File: src/rtl/srs_pkg.sv
// shared types and constants of the stripe request splitter
// used by srs_ctrl, srs_datapath and stripe_request_splitter_top
`timescale 1ns / 1ps

package srs_pkg;

    localparam int OFF_W       = 48;
    localparam int BCNT_W      = 32;
    localparam int SIZE_W      = 27;
    localparam int SCNT_W      = 9;
    localparam int IDX_OUT_W   = 8;
    localparam int LEN_W       = 27;

    localparam int IN_TDATA_W  = 80;
    localparam int OUT_TDATA_W = 88;
    localparam int OUT_TUSER_W = 2;

    localparam int CFG_IDX_W   = 2;
    localparam int CFG_DATA_W  = 27;

    localparam int DIV_STEPS   = 48;
    localparam int STEP_W      = 6;

    localparam logic [SIZE_W-1:0] SIZE_RESET = 27'd1048576;
    localparam logic [SIZE_W-1:0] SIZE_MAX   = 27'd67108864;
    localparam logic [SCNT_W-1:0] SCNT_RESET = 9'd1;

    localparam logic [CFG_IDX_W-1:0] REG_STRIPE_SIZE  = 2'd0;
    localparam logic [CFG_IDX_W-1:0] REG_STRIPE_COUNT = 2'd1;

    typedef enum logic [2:0] {
        ST_IDLE,
        ST_DIV_SIZE,
        ST_SETUP_CNT,
        ST_DIV_CNT,
        ST_FINISH,
        ST_EMIT
    } t_state;

    typedef struct packed {
        logic load;
        logic div_step;
        logic div_sel_cnt;
        logic init_cnt;
        logic finish;
        logic emit;
    } t_cmd;

    typedef struct packed {
        logic in_zero;
        logic step_last;
        logic out_free;
        logic piece_end;
    } t_status;

endpackage

File: src/rtl/srs_ctrl.sv
// sequencer of the stripe request splitter: accept, two divisions, piece emission
// depends on srs_pkg
`timescale 1ns / 1ps

module srs_ctrl (
    input  logic             i_clk,
    input  logic             i_rst_n,
    input  logic             i_in_valid,
    output logic             o_in_ready,
    input  srs_pkg::t_status i_status,
    output srs_pkg::t_cmd    o_cmd
);
    import srs_pkg::*;

    t_state r_state;
    t_state n_state;

    always_ff @(posedge i_clk) begin
        if (!i_rst_n) begin
            r_state <= ST_IDLE;
        end else begin
            r_state <= n_state;
        end
    end

    always_comb begin
        n_state    = r_state;
        o_cmd      = '0;
        o_in_ready = 1'b0;
        case (r_state)
            ST_IDLE: begin
                o_in_ready = 1'b1;
                if (i_in_valid) begin
                    o_cmd.load = 1'b1;
                    if (!i_status.in_zero) begin
                        n_state = ST_DIV_SIZE;
                    end
                end
            end
            ST_DIV_SIZE: begin
                o_cmd.div_step = 1'b1;
                if (i_status.step_last) begin
                    n_state = ST_SETUP_CNT;
                end
            end
            ST_SETUP_CNT: begin
                o_cmd.init_cnt = 1'b1;
                n_state        = ST_DIV_CNT;
            end
            ST_DIV_CNT: begin
                o_cmd.div_step    = 1'b1;
                o_cmd.div_sel_cnt = 1'b1;
                if (i_status.step_last) begin
                    n_state = ST_FINISH;
                end
            end
            ST_FINISH: begin
                o_cmd.finish = 1'b1;
                n_state      = ST_EMIT;
            end
            ST_EMIT: begin
                if (i_status.out_free) begin
                    o_cmd.emit = 1'b1;
                    if (i_status.piece_end) begin
                        n_state = ST_IDLE;
                    end
                end
            end
            default: begin
                n_state = ST_IDLE;
            end
        endcase
    end

endmodule

File: src/rtl/srs_datapath.sv
// datapath of the stripe request splitter: config registers, shared bit-serial
// divider, piece walker and output register; depends on srs_pkg
`timescale 1ns / 1ps

module srs_datapath #(
    parameter int MAX_PIECES  = 64,
    parameter int MAX_STRIPES = 256
) (
    input  logic                            i_clk,
    input  logic                            i_rst_n,
    input  srs_pkg::t_cmd                   i_cmd,
    output srs_pkg::t_status                o_status,
    input  logic                            i_cfg_valid,
    input  logic [srs_pkg::CFG_IDX_W-1:0]   i_cfg_index,
    input  logic [srs_pkg::CFG_DATA_W-1:0]  i_cfg_data,
    input  logic                            i_kind,
    input  logic [srs_pkg::OFF_W-1:0]       i_file_offset,
    input  logic [srs_pkg::BCNT_W-1:0]      i_byte_count,
    input  logic                            i_out_ready,
    output logic                            o_out_valid,
    output logic                            o_piece_kind,
    output logic [srs_pkg::IDX_OUT_W-1:0]   o_stripe_index,
    output logic [srs_pkg::OFF_W-1:0]       o_object_offset,
    output logic [srs_pkg::LEN_W-1:0]       o_piece_length,
    output logic                            o_last,
    output logic                            o_truncated
);
    import srs_pkg::*;

    localparam int IW = (MAX_STRIPES > 1) ? $clog2(MAX_STRIPES) : 1;
    localparam int CW = $clog2(MAX_STRIPES + 1);
    localparam int PW = (MAX_PIECES > 1) ? $clog2(MAX_PIECES) : 1;

    logic [SIZE_W-1:0] r_size;
    logic [SCNT_W-1:0] r_scnt;

    logic [SIZE_W-1:0] eff_size;
    logic [31:0]       scnt_w;
    logic [CW-1:0]     eff_cnt;

    logic [OFF_W-1:0]  r_dq;
    logic [SIZE_W-1:0] r_rem;
    logic [OFF_W-1:0]  r_acc;
    logic [SIZE_W-1:0] r_r;
    logic [STEP_W-1:0] r_step;

    logic [BCNT_W-1:0] r_left;
    logic              r_kind;
    logic [PW-1:0]     r_n;
    logic [IW-1:0]     r_idx;
    logic [OFF_W-1:0]  r_ooff;

    logic                 r_ovalid;
    logic                 r_o_kind;
    logic [IDX_OUT_W-1:0] r_o_idx;
    logic [OFF_W-1:0]     r_o_ooff;
    logic [LEN_W-1:0]     r_o_len;
    logic                 r_o_last;
    logic                 r_o_trunc;

    logic [SIZE_W-1:0] divisor;
    logic [SIZE_W:0]   trial;
    logic [SIZE_W:0]   diff;
    logic              qbit;
    logic [SIZE_W-1:0] n_rem;

    logic [LEN_W-1:0]  len;
    logic [BCNT_W-1:0] n_left;
    logic              at_end;
    logic [CW-1:0]     idx_inc;

    always_ff @(posedge i_clk) begin
        if (!i_rst_n) begin
            r_size <= SIZE_RESET;
            r_scnt <= SCNT_RESET;
        end else if (i_cfg_valid) begin
            case (i_cfg_index)
                REG_STRIPE_SIZE:  r_size <= i_cfg_data[SIZE_W-1:0];
                REG_STRIPE_COUNT: r_scnt <= i_cfg_data[SCNT_W-1:0];
                default: ;
            endcase
        end
    end

    always_comb begin
        if (r_size == '0) begin
            eff_size = SIZE_W'(1);
        end else if (r_size > SIZE_MAX) begin
            eff_size = SIZE_MAX;
        end else begin
            eff_size = r_size;
        end
        scnt_w = 32'(r_scnt);
        if (scnt_w == 32'd0) begin
            eff_cnt = CW'(1);
        end else if (scnt_w > 32'(MAX_STRIPES)) begin
            eff_cnt = CW'(MAX_STRIPES);
        end else begin
            eff_cnt = scnt_w[CW-1:0];
        end
    end

    // one restoring division step, quotient bits shift in from the bottom
    always_comb begin
        divisor = i_cmd.div_sel_cnt ? SIZE_W'(eff_cnt) : eff_size;
        trial   = {r_rem, r_dq[OFF_W-1]};
        diff    = trial - {1'b0, divisor};
        qbit    = (trial >= {1'b0, divisor});
        n_rem   = qbit ? diff[SIZE_W-1:0] : trial[SIZE_W-1:0];
    end

    always_comb begin
        if (r_left < BCNT_W'(eff_size)) begin
            len = r_left[LEN_W-1:0];
        end else begin
            len = eff_size;
        end
        n_left  = r_left - BCNT_W'(len);
        at_end  = (n_left == '0) || (r_n == PW'(MAX_PIECES - 1));
        idx_inc = CW'(r_idx) + CW'(1);
    end

    always_ff @(posedge i_clk) begin
        if (i_cmd.load) begin
            r_dq   <= i_file_offset;
            r_rem  <= '0;
            r_step <= '0;
            r_left <= i_byte_count;
            r_kind <= i_kind;
            r_n    <= '0;
        end else if (i_cmd.div_step) begin
            r_dq   <= {r_dq[OFF_W-2:0], qbit};
            r_rem  <= n_rem;
            r_step <= r_step + STEP_W'(1);
            // object base: quotient by count times stripe size, built msb first
            if (i_cmd.div_sel_cnt) begin
                r_acc <= {r_acc[OFF_W-2:0], 1'b0} + (qbit ? OFF_W'(eff_size) : '0);
            end
        end else if (i_cmd.init_cnt) begin
            r_r    <= r_rem;
            r_rem  <= '0;
            r_acc  <= '0;
            r_step <= '0;
        end else if (i_cmd.finish) begin
            r_idx  <= r_rem[IW-1:0];
            r_ooff <= r_acc + OFF_W'(r_r);
        end else if (i_cmd.emit) begin
            r_left <= n_left;
            r_n    <= r_n + PW'(1);
            if (idx_inc == eff_cnt) begin
                r_idx  <= '0;
                r_ooff <= r_ooff + OFF_W'(eff_size);
            end else begin
                r_idx  <= idx_inc[IW-1:0];
            end
        end
    end

    always_ff @(posedge i_clk) begin
        if (!i_rst_n) begin
            r_ovalid <= 1'b0;
        end else if (i_cmd.emit) begin
            r_ovalid <= 1'b1;
        end else if (i_out_ready) begin
            r_ovalid <= 1'b0;
        end
    end

    always_ff @(posedge i_clk) begin
        if (i_cmd.emit) begin
            r_o_kind  <= r_kind;
            r_o_idx   <= IDX_OUT_W'(r_idx);
            r_o_ooff  <= r_ooff;
            r_o_len   <= len;
            r_o_last  <= at_end;
            r_o_trunc <= at_end && (n_left != '0);
        end
    end

    always_comb begin
        o_status.in_zero   = (i_byte_count == '0);
        o_status.step_last = (r_step == STEP_W'(DIV_STEPS - 1));
        o_status.out_free  = !r_ovalid || i_out_ready;
        o_status.piece_end = at_end;
    end

    assign o_out_valid     = r_ovalid;
    assign o_piece_kind    = r_o_kind;
    assign o_stripe_index  = r_o_idx;
    assign o_object_offset = r_o_ooff;
    assign o_piece_length  = r_o_len;
    assign o_last          = r_o_last;
    assign o_truncated     = r_o_trunc;

`ifndef SYNTHESIS
    a_emit_into_free: assert property (@(posedge i_clk) disable iff (!i_rst_n)
        i_cmd.emit |-> (!r_ovalid || i_out_ready))
        else $error("piece loaded over a result not yet taken");

    a_emit_has_bytes: assert property (@(posedge i_clk) disable iff (!i_rst_n)
        i_cmd.emit |-> (r_left != '0))
        else $error("piece emitted with no bytes left");

    a_valid_from_emit: assert property (@(posedge i_clk) disable iff (!i_rst_n)
        $rose(r_ovalid) |-> $past(i_cmd.emit))
        else $error("output valid rose without a piece load");
`endif

endmodule

File: src/rtl/stripe_request_splitter_top.sv
// top level of the stripe request splitter
// depends on srs_pkg, srs_ctrl and srs_datapath
//
// channel   direction  content
// s_axis    in         request item: tuser kind, tdata offset and byte count
// m_axis    out        piece item: tuser kind and truncated, tlast last piece
// cfg       in         register write: index, data
//
// a request is accepted in idle, then runs the shared bit-serial divider
// (offset by stripe size, then quotient by stripe count) through the states
// div_size, setup_cnt, div_cnt and finish, then one piece per cycle while m_axis takes them.
// a zero byte count is accepted and gives no pieces.
// reset restores stripe size 1048576 and stripe count 1; m_axis stalls hold
// the piece walk, and a new request is taken while the last piece still waits
`timescale 1ns / 1ps

module stripe_request_splitter_top #(
    parameter int MAX_PIECES  = 64,
    parameter int MAX_STRIPES = 256
) (
    input  logic                              i_clk,
    input  logic                              i_rst_n,
    input  logic                              s_axis_tvalid,
    output logic                              s_axis_tready,
    input  logic [srs_pkg::IN_TDATA_W-1:0]    s_axis_tdata,  // file_offset, byte_count
    input  logic                              s_axis_tuser,  // kind
    output logic                              m_axis_tvalid,
    input  logic                              m_axis_tready,
    output logic [srs_pkg::OUT_TDATA_W-1:0]   m_axis_tdata,  // stripe_index, object_offset,
                                                             // piece_length, zero pad
    output logic [srs_pkg::OUT_TUSER_W-1:0]   m_axis_tuser,  // piece_kind, truncated
    output logic                              m_axis_tlast,
    input  logic                              i_cfg_valid,
    output logic                              o_cfg_ready,
    input  logic [srs_pkg::CFG_IDX_W-1:0]     i_cfg_index,
    input  logic [srs_pkg::CFG_DATA_W-1:0]    i_cfg_data
);
    import srs_pkg::*;

    t_cmd    cmd;
    t_status status;
    logic    in_ready;

    logic                 piece_kind;
    logic [IDX_OUT_W-1:0] stripe_index;
    logic [OFF_W-1:0]     object_offset;
    logic [LEN_W-1:0]     piece_length;
    logic                 truncated;

    srs_ctrl u_ctrl (
        .i_clk      (i_clk),
        .i_rst_n    (i_rst_n),
        .i_in_valid (s_axis_tvalid),
        .o_in_ready (in_ready),
        .i_status   (status),
        .o_cmd      (cmd)
    );

    srs_datapath #(
        .MAX_PIECES  (MAX_PIECES),
        .MAX_STRIPES (MAX_STRIPES)
    ) u_datapath (
        .i_clk           (i_clk),
        .i_rst_n         (i_rst_n),
        .i_cmd           (cmd),
        .o_status        (status),
        .i_cfg_valid     (i_cfg_valid),
        .i_cfg_index     (i_cfg_index),
        .i_cfg_data      (i_cfg_data),
        .i_kind          (s_axis_tuser),
        .i_file_offset   (s_axis_tdata[OFF_W-1:0]),
        .i_byte_count    (s_axis_tdata[OFF_W+BCNT_W-1:OFF_W]),
        .i_out_ready     (m_axis_tready),
        .o_out_valid     (m_axis_tvalid),
        .o_piece_kind    (piece_kind),
        .o_stripe_index  (stripe_index),
        .o_object_offset (object_offset),
        .o_piece_length  (piece_length),
        .o_last          (m_axis_tlast),
        .o_truncated     (truncated)
    );

    assign s_axis_tready = in_ready;
    assign o_cfg_ready   = 1'b1;
    assign m_axis_tdata  = {5'b0, piece_length, object_offset, stripe_index};
    assign m_axis_tuser  = {truncated, piece_kind};

endmodule
File: config.mk
export PLATFORM = sky130hd
export DESIGN_NAME = stripe_request_splitter_top
export DESIGN_NICKNAME = d
export VERILOG_FILES = /design/src/rtl/srs_pkg.sv /design/src/rtl/srs_ctrl.sv /design/src/rtl/srs_datapath.sv /design/src/rtl/stripe_request_splitter_top.sv
export SDC_FILE = /design/constraint.sdc
export NUM_CORES = 1
export LEC_CHECK = 0
export ABC_AREA = 1
export CAP_MARGIN = 20
export CORE_MARGIN = 3
export CORE_UTILIZATION = 46
export CTS_BUF_LIST = sky130_fd_sc_hd__clkbuf_8
export CTS_CLUSTER_DIAMETER = 150
export DETAILED_ROUTE_END_ITERATION = 8
export DONT_BUFFER_PORTS = 1
export HOLD_SLACK_MARGIN = 0.1
export SYNTH_ARGS = -nofsm -noshare
export SYNTH_HDL_FRONTEND = slang
export SYNTH_SLANG_ARGS = --single-unit
File: constraint.sdc
create_clock -name i_clk -period 5.84 [get_ports i_clk]
set_input_delay 0 -clock i_clk [delete_from_list [all_inputs] [get_ports i_clk]]
set_output_delay 0 -clock i_clk [all_outputs]
set_load 0.02 [all_outputs]
==> metrics <==
Critical Path RT between 6 and 7 ns; routed vias/inst ~5.5; final setup skew 0.0257 ns; CP arrival approximately 6.2 ns; pre-CTS setup slack -0.469 ns; number of distinct library cells after synthesis 66; clock slew at reported path FFs ~0.06 ns; Final Cell Area 31500 um^2; final core occ 0.566; CTS sink count ~380; Comb pwr share 0.524; CP startpoint kind register; sequential share of power 0.307; TritonCTS buffer count about 70; Initial Util 0.470; first-pass GRT wire length around 140000 um; Peak supply drop between 300 and 400 uV; layout cell share with drive strength beyond 1 0.0983; number of detailed-route iterations in the first pass 8; Top delay family on crit path simple AND/OR/NAND/NOR gates; capture point of the worst path u_ctrl.r_state[2]; die area between 50000 and 60000 um^2; Hold Startpoint i_cfg_data[14]; crit-path max FO 28; antenna viol nets, final 0; FF-to-FF path depth 38; I/O Pins roughly 210; num rows 86; Setup CP Type register to register; hpwl dp slightly above 70000 um; Synth area leader edfxtp_1; Slowest-stage cell, CP ha_1; drt initial violations 1883; final period utilization 0.967; Synth async-reset ratio 0; Layout Cells excl Fill 4606; Post-Route WL roughly 95000 um; Worst R2R End u_ctrl.r_state[2]; fin. max-slew vios 0; max incr delay on CP roughly 0.42 ns; Area after DPL between 20000 and 30000 um^2; largest cells by area after synthesis edfxtp_1 (34%), nand2_1 (14%), ha_1 (7.8%), inv_1 (6.2%), dfxtp_1 (6.1%); gp weighted congestion approximately 0.95; Synth top area share 0.343; predominant post-synthesis flop cell edfxtp_1; clock share of power 0.168; Worst Max-Slew Pin Slew around 0.95 ns; synthesis-to-layout area growth 20.5%; fillers 5161; P_sw roughly 0.0071 W; Yosys Warn Count 0; GRT Util Overall 0.311; Hold Fails Final Rpt 0; setup repair after global routing missed its margin true; pwr dens 482 nW/um^2; GR Overflow Total 0; nets approximately 4100; status complete, no violations; antenna violations before repair 5; Buf+Inv Stages, Crit Path 7; deepest clock path buffer count 3; CP endpoint kind register; flops & latches, synth 377; chip width 244 um; crit-path most repeated cell nand2_1; reg2reg setup slack 0.19 ns; drt drc 0; number of synthesized flops with an enable pin roughly 300; CP Depth 38; H-tree Lvls 3; Via Count roughly 25000; Sw Ratio 0.469; Max Cap Viol 0; post-synthesis cell count roughly 3500; synthesized area approximately 26000 um^2; syn_area_per_cell between 7 and 8 um^2; Seq/Total Area, Yosys 0.403; Clk Latency, worst-skew pair between 0.6 and 0.7 ns; Port Buffers 0; worst reg2reg startpoint u_datapath.r_size[23]; setup ws final 0.192 ns; largest net degree at the start of global routing 116; Pleak roughly 14 nW; crit path launch u_datapath.r_size[23]; Cell Int Power a little over 0.008 W; routed len/inst 20.6 um; Fmax achieved about 180 MHz; CTS Root Cell clkbuf_8; vias in the first global route about 24000; die height around 240 um; core area ~56000 um^2; slew margin rel. 0.367; final setup vio count 0; Min-Delay Path Class input pin to register; Tmin final 5.65 ns; TritonCTS clock tree built; placed insts 4234
-- flip-flops by register name (all words and copies together), names as in the netlist, 9 cells and up --
signal and flops:
u_datapath.o_object_offset 48, u_datapath.r_acc 48, u_datapath.r_left 32, u_datapath.r_dq 48
u_datapath.r_rem 27, u_datapath.r_scnt 9, u_datapath.r_size 27, u_datapath.r_r 27
u_datapath.r_ooff 48, u_datapath.o_piece_length 27
-- kinds of logic after synthesis --
group                      count (synthesis)  share of synthesized area
and+or+nand+nor                         1623                      0.260
AOI/OAI and AO/OA                        694                      0.148
buffers and inverters                    548                     0.0834
DFF                                      377                      0.403
adders and majority gates                168                     0.0819
xor gates and xnor gates                  67                     0.0225
other                                      2                   0.000287
muxes                                      2                   0.000814
-- metal layers --
metal | GRT usage | up-vias | part of all wire
met5 | 0 | - | 0.00028
met4 | 0.127 | 4 | 0.044
met3 | 0.0450 | 199 | 0.065
met2 | 0.525 | 970 | 0.48
met1 | 0.399 | 11900 | 0.41
li1 | - | 12300 | -
-- layout make-up --
| class | instances | area (um^2) | share of cell area |
|---|---|---|---|
| clock inverter | 53 | 298 | 0.00946 |
| tap | 748 | 936 | 0.0297 |
| antenna | 3 | 7.51 | 0.000238 |
| timing repair buffer | 330 | 3160 | 0.100 |
| clock buffer | 77 | 1060 | 0.0337 |
| multi-input combinational | 2561 | 13800 | 0.437 |
| inverter | 457 | 1720 | 0.0547 |
| sequential | 377 | 10500 | 0.335 |
-- placed cells by master, fill, tap and decap left out, drive strengths merged, types with 3 or more instances in the layout --
cell,synthesis,routed
clkbuf,59,78
o21a,22,22
and2,3,3
inv,456,482
o21bai,8,8
diode,0,3
a31oi,40,40
o221ai,3,3
a211oi,4,4
conb,2,6
nand2,1014,1014
xor2,31,31
clkinvlp,0,3
clkinv,1,23
o21ai,244,244
a21o,6,6
nor3,40,40
nand3,136,137
o211ai,19,19
nand4,47,47
a21boi,10,10
fa,5,5
nand3b,31,31
o22ai,8,8
or2,11,11
nor4,24,24
ha,163,163
dfxtp,79,79
buf,32,126
nor2,313,313
xnor2,36,36
edfxtp,298,298
dlygate4sd3,0,203
a221oi,4,4
a21oi,317,317
-- cells in the mapped netlist, drive strengths merged, types with 5 or more instances --
cell and n:
clkbuf 59, a31oi 40, o22ai 8, buf 32
inv 456, nand2 1014, nand3 136, edfxtp 298
nor4 24, a21o 6, xnor2 36, nand3b 31
a21oi 317, a21boi 10, nor2 313, fa 5
o21a 22, o211ai 19, ha 163, o21bai 8
nor3 40, dfxtp 79, xor2 31, or2 11
nand4 47, o21ai 244
-- per-stage QoR --
stage / power [W] / hold WS, ns / setup TNS, ns
6_report: 0.0152 / 0.168 / 0
5_1_grt: 0.0163 / 0.137 / -0.476
4_1_cts: 0.0148 / 0.103 / 0
3_5_place_dp: 0.0119 / 0.0963 / -7.45
3_3_place_gp: 0.0119 / 0.0925 / -6.55
2_1_floorplan: 0.00959 / 0.0989 / 0
-- worst reg2reg max path: cells and delay by family (launching register included) --
kind,cells,cell delay (ns)
simple gates,25,3.02
buf+inv,7,1.02
fa+ha+maj,2,0.73
compound gates,4,0.46
flops,1,0.30
-- power groups by stage --
stage,Sequential [W],Combinational (W),Clock (W)
2_1_floorplan,0.00444,0.00516,0
3_3_place_gp,0.00469,0.00718,0
3_5_place_dp,0.00469,0.00725,0
4_1_cts,0.00464,0.00754,0.00260
5_1_grt,0.00472,0.00883,0.00272
6_report,0.00466,0.00795,0.00255
-- worst min path at each step --
stage / slack (ns) / end / cells after the start
final: 0.17 / u_datapath.r_size[14] / 3
after global routing: 0.14 / u_datapath.r_scnt[4] / 3
after CTS: 0.10 / u_datapath.r_scnt[4] / 3
after detailed placement: 0.1 / u_datapath.r_scnt[0] / 1
after global placement: 0.09 / u_datapath.r_scnt[0] / 1
after floorplan: 0.1 / u_datapath.r_kind / 0
-- timing repair --
item,CTS,global route
gates resized for setup,14,79
hold buffers,203,1
hold endpoints to repair,124,19
endpoints found under the setup margin,35,36
pin swaps,0,18
buffers inserted,0,31
gates cloned,0,2
No activity file was read; power rests on OpenSTA's default activity.
